<file path="src/sv/tofrk_pkg.sv">
// ============================================================================
// tofrk_pkg
// Shared constants and types for the time-of-flight kinematics pipeline.
// ============================================================================
package tofrk_pkg;

   localparam int unsigned MassWidth = 24;
   localparam logic [MassWidth-1:0] MassReset = 24'd962115;

   // c^2 and c in Q16 cm/ns units.
   localparam logic [25:0] C2q = 26'd58900819;
   localparam logic [20:0] Cq  = 21'd1964720;

   localparam logic [1:0] StatusOk       = 2'd0;
   localparam logic [1:0] StatusZeroTime = 2'd1;
   localparam logic [1:0] StatusFast     = 2'd2;

   localparam logic [39:0] ECap = 40'hFF_FFFF_FFFF;

   // Quotient and square-root steps are one bit per pipeline stage.
   localparam int unsigned RatioBits = 64;
   localparam int unsigned RootBits  = 32;
   localparam int unsigned GammaBits = 65;
   localparam int unsigned AxisBits  = 24;

   // Per-item side data that rides along every stage.
   typedef struct packed {
      logic [1:0]  status;
      logic [2:0]  neg;
      logic [16:0] mag_x;
      logic [16:0] mag_y;
      logic [16:0] mag_z;
      logic [15:0] t;
   } side_type;

endpackage

</file>
<file path="src/sv/tofrk_front.sv">
// ============================================================================
// tofrk_front
// Magnitudes, squared radius, N and D, and the special-case status.
// Two register stages.
// ============================================================================
module tofrk_front (
   input  logic                     clock,
   input  logic                     reset,
   input  logic                     advance,
   input  logic                     in_valid,
   input  logic signed [16:0]       pos_x,
   input  logic signed [16:0]       pos_y,
   input  logic signed [16:0]       pos_z,
   input  logic [15:0]              flight_time,
   output logic                     out_valid,
   output tofrk_pkg::side_type      out_side,
   output logic [63:0]              out_num,
   output logic [63:0]              out_den
);
   import tofrk_pkg::*;

   logic        v1_ff;
   side_type    s1_ff, s1_in;
   logic [35:0] r2_ff;
   logic [31:0] tt_ff;
   logic        v2_ff;
   side_type    s2_ff, s2_in;
   logic [63:0] n_ff, d_ff;
   logic [63:0] n_w, d_w;
   logic [34:0] sx, sy, sz;

   function automatic logic [16:0] mag17(input logic signed [16:0] p);
      logic [17:0] m;
      m = p[16] ? (18'h20000 - {1'b0, p}) : {1'b0, p};
      return m[16:0];
   endfunction

   always_comb begin
      s1_in = '0;
      s1_in.neg   = {pos_z[16], pos_y[16], pos_x[16]};
      s1_in.mag_x = mag17(pos_x);
      s1_in.mag_y = mag17(pos_y);
      s1_in.mag_z = mag17(pos_z);
      s1_in.t     = flight_time;
      s1_in.status = StatusOk;
   end

   // A magnitude of 2^16 is held as 17 bits, so squares fit in 34 bits.
   assign sx = {18'd0, s1_in.mag_x} * {18'd0, s1_in.mag_x};
   assign sy = {18'd0, s1_in.mag_y} * {18'd0, s1_in.mag_y};
   assign sz = {18'd0, s1_in.mag_z} * {18'd0, s1_in.mag_z};

   always_ff @(posedge clock) begin
      if (reset) begin
         v1_ff <= 1'b0;
         v2_ff <= 1'b0;
      end else if (advance) begin
         v1_ff <= in_valid;
         v2_ff <= v1_ff;
      end
   end

   always_ff @(posedge clock) begin
      if (advance) begin
         s1_ff <= s1_in;
         r2_ff <= 36'(sx) + 36'(sy) + 36'(sz);
         tt_ff <= 32'(flight_time) * 32'(flight_time);
      end
   end

   assign n_w = {8'd0, r2_ff, 20'd0};
   assign d_w = 64'(tt_ff) * 64'(C2q);

   always_comb begin
      s2_in = s1_ff;
      if (s1_ff.t == 16'd0) begin
         s2_in.status = StatusZeroTime;
      end else if (n_w >= d_w) begin
         s2_in.status = StatusFast;
      end
   end

   always_ff @(posedge clock) begin
      if (advance) begin
         s2_ff <= s2_in;
         n_ff  <= n_w;
         d_ff  <= d_w;
      end
   end

   assign out_valid = v2_ff;
   assign out_side  = s2_ff;
   assign out_num   = n_ff;
   assign out_den   = d_ff;
endmodule

</file>
<file path="config.mk">
export PLATFORM = sky130hd
export DESIGN_NAME = tofrk_front
export DESIGN_NICKNAME = d
export VERILOG_FILES = /design/src/sv/tofrk_pkg.sv /design/src/sv/tofrk_front.sv
export SDC_FILE = /design/constraint.sdc
export NUM_CORES = 2
export LEC_CHECK = 0
export ABC_AREA = 1
export BUFFER_PORTS_ARGS = -buffer_cell sky130_fd_sc_hd__buf_4
export CAP_MARGIN = 20
export CORE_MARGIN = 5
export CORE_UTILIZATION = 55
export DETAILED_ROUTE_END_ITERATION = 12
export PLACE_DENSITY = 0.84
export SYNTH_ARGS = -nofsm -noshare
export SYNTH_HDL_FRONTEND = slang
export SYNTH_SLANG_ARGS = --single-unit
</file>
<file path="constraint.sdc">
create_clock -name clock -period 37.4 [get_ports clock]
set_clock_uncertainty 0.2 [all_clocks]
set_input_delay 11.22 -clock clock [delete_from_list [all_inputs] [get_ports clock]]
set_output_delay 11.22 -clock clock [all_outputs]
set_load 0.02 [all_outputs]
</file>
==> results.sh <==
export IMPL_status="complete, no violations"
export IMPL_hp_start="s1_ff[18]"
export IMPL_cpMostUsedCell="inv_1"
export IMPL_initial_core_util_pct=55.1
export IMPL_synth_most_common_cell="inv_1"
export IMPL_crit_cells=41
export IMPL_cts_root_buf="clkbuf_16"
export IMPL_insertion_delay_ps=620
export IMPL_r2r_end="out_side[71]"
export IMPL_ant_nets=0
export IMPL_reg2regPathDepth=32
export IMPL_layout_nets=8375
export IMPL_crit_type="in2reg"
export IMPL_finalMaxSlewViolations=0
export IMPL_fp_dieW_um=334
export IMPL_critPathBufInv=14
export IMPL_min_period_ps=20760
export IMPL_die_h_um=334
export IMPL_cts_sinks=302
export IMPL_cp_slowest_cell="fa_1"
export IMPL_globalplace_congestion=0.995
export IMPL_start_kind="primary input"
export IMPL_synth_edf_count=300
export IMPL_critPathArrivalTime_ps=20910
export IMPL_cts_hold_buf=0
export IMPL_dieArea_um2=112000
export IMPL_ys_types=62
export IMPL_hp_class="reg2reg"
export IMPL_core_area_um2=105000
export IMPL_cp_end_kind="flop"
export IMPL_post_cts_setup_buffers=0
export IMPL_hold_depth=0
export IMPL_grt_pass1_wl_um=237000
export IMPL_cts_max_path_buffers=3
export IMPL_routed_wirelength_um=149000
export IMPL_track_usage_pct=27.3
export IMPL_maxCapViolCount=0
export IMPL_synthTopCellsByArea="fa_1 38%, ha_1 16%, edfxtp_1 16%"
export IMPL_synthesis_area_um2=57800
export IMPL_cp_top_family="adder cells"
export IMPL_port_buffers=237
export IMPL_synth_largest_area_cell="fa_1"
export IMPL_slew_limit_headroom_pct=30.4
export IMPL_cts_repair_resized=0
export IMPL_regArea_um2=9050
export IMPL_htree_levels=2
export IMPL_max_freq_mhz=48.2
export IMPL_area_growth_pct=8.06
export IMPL_async_reset_ff_share_pct=0
export IMPL_drive_gt1_share_pct=6.40
export IMPL_critPathMaxStageDelay_ps=560
export IMPL_fillers=8662
export IMPL_crit_fanout=15
export IMPL_firstDrtPassIters=8
export IMPL_hold_path_endpoint="out_side[18]"
export IMPL_path_clk_slew_ps=60
export IMPL_grt_antenna_before_repair=9
export IMPL_pin_count=272
export IMPL_grt_max_degree=87
export IMPL_worstMarginPinSlew_ps=1040
export IMPL_drt_iter0_drc=3272
export IMPL_syn_instance_count=6183
export IMPL_fin_crit_sh_pct=55.5
export IMPL_vias=41191
export IMPL_worstReg2RegStart="tt_ff[6]"
export IMPL_wl_per_cell_um=18.9
export IMPL_cts_made_buffers=38
export IMPL_hold_violations=0
export IMPL_rsz0062_at_grt="false"
export IMPL_ys_ff_latch=302
export IMPL_synth_commonest_cells="2037 x inv_1, 1105 x fa_1, 757 x ha_1"
export IMPL_rows=119
export IMPL_dp_hpwl_um=129000
export IMPL_synth_top_area_share_pct=38.3
export IMPL_ys_warnings_count=0
export IMPL_r2r_setup_slack_ps=27930
export IMPL_grt_pass1_vias=44802
export IMPL_tns_ps=0
export IMPL_vias_per_cell=5.24
export IMPL_syn_area_per_cell_um2=9.35
export IMPL_setup_viol=0
export IMPL_synthFlopType="edfxtp_1"
export IMPL_drc=0
export IMPL_cts_tree="built"
export IMPL_grt_overflow=0
export IMPL_required_ps=37550
export IMPL_seq_area_frac_synth_pct=15.7
export IMPL_multi_input_area_um2=40700
==> cell usage in the layout (no fill, tap or decap), types with 6 or more instances in the layout <==
master,count
nand2_1,703
nand3b_1,7
o21ai_0,81
edfxtp_1,300
ha_1,757
xnor2_1,38
nor3_2,8
inv_1,2037
nor2_1,447
nand3_1,78
o21a_1,8
inv_2,20
conb_1,76
buf_4,251
clkinv_1,12
a31oi_1,13
o21bai_1,13
a21oi_1,159
o211ai_1,10
o21ai_1,11
nor3_1,35
nand4_1,24
clkbuf_16,39
xor2_1,86
fa_1,1105
nand2_2,18
or2_2,14
a21oi_2,6
nor4_1,13
o21ai_2,9
a21o_1,7
==> flip-flops by register name (all words and copies together) (netlist names) <==
| register | flops |
|---|---|
| out_den | 56 |
| out_num | 36 |
| out_side | 72 |
| out_valid | 1 |
| r2_ff | 36 |
| s1_ff | 70 |
| tt_ff | 30 |
| v1_ff | 1 |
==> worst max path at each step <==
stage	start	end	slack, ps
floorplan	pos_x[0]	r2_ff[31]	17560
detailed placement	pos_x[0]	r2_ff[32]	16160
global placement	pos_x[0]	r2_ff[32]	16520
global route	pos_x[0]	r2_ff[32]	16000
finish	pos_x[0]	r2_ff[32]	16640
CTS	pos_x[0]	r2_ff[32]	16790
==> area by class of cell <==
class | count | share of cell area (%)
multi-input combinational | 3783 | 65.2
sequential | 302 | 14.5
inverter | 2065 | 12.4
timing repair buffer | 252 | 3.04
tap | 1391 | 2.79
clock buffer | 43 | 1.59
clock inverter | 27 | 0.505
antenna | 1 | 0.00401
==> routing by layer <==
metal	up-vias	share of wire, %	global-route usage, %
met1	20433	40	36.5
li1	18626	-	-
met5	-	0.037	0
met2	1763	45	42.8
met3	359	11	8.12
met4	10	3.9	9.32
==> cells by family (layout without fill, tap and decap cells) <==
logic type	count (synthesis)	after routing	synth area share, %
AOI/OAI and AO/OA	343	343	3.45
xor gates and xnor gates	130	130	2.05
DFF	302	302	15.7
other	2	77	0.0130
buffers and inverters	2172	2387	14.4
and+or+nand+nor	1372	1372	9.78
adders and majority gates	1862	1862	54.7
==> stage by stage <==
stage | std cells | worst slack, ps | utilization, % | hold slack, ps | area, um^2
after floorplan | 6257 | 17560 | - | 200 | 58100
after global placement | 7793 | 16520 | 58.3 | 201 | 61100
after detailed placement | 7793 | 16160 | 58.3 | 205 | 61100
after CTS | 7863 | 16790 | 59.6 | 219 | 62500
after global routing | 7863 | 16000 | 59.6 | 223 | 62500
final | 7864 | 16640 | 59.6 | 217 | 62500
==> worst reg2reg max path: cells and delay by family, from the launching register on <==
family	cells	cell delay (ps)
xor gates and xnor gates	1	590
and+or+nand+nor	12	2550
adders and majority gates	9	4010
AOI/OAI and AO/OA	4	780
buffers and inverters	6	560
DFF	1	610
Power is left out: the tool's default activity adds up to more than one toggle a clock period on the data nets, which glitch-free logic cannot reach.
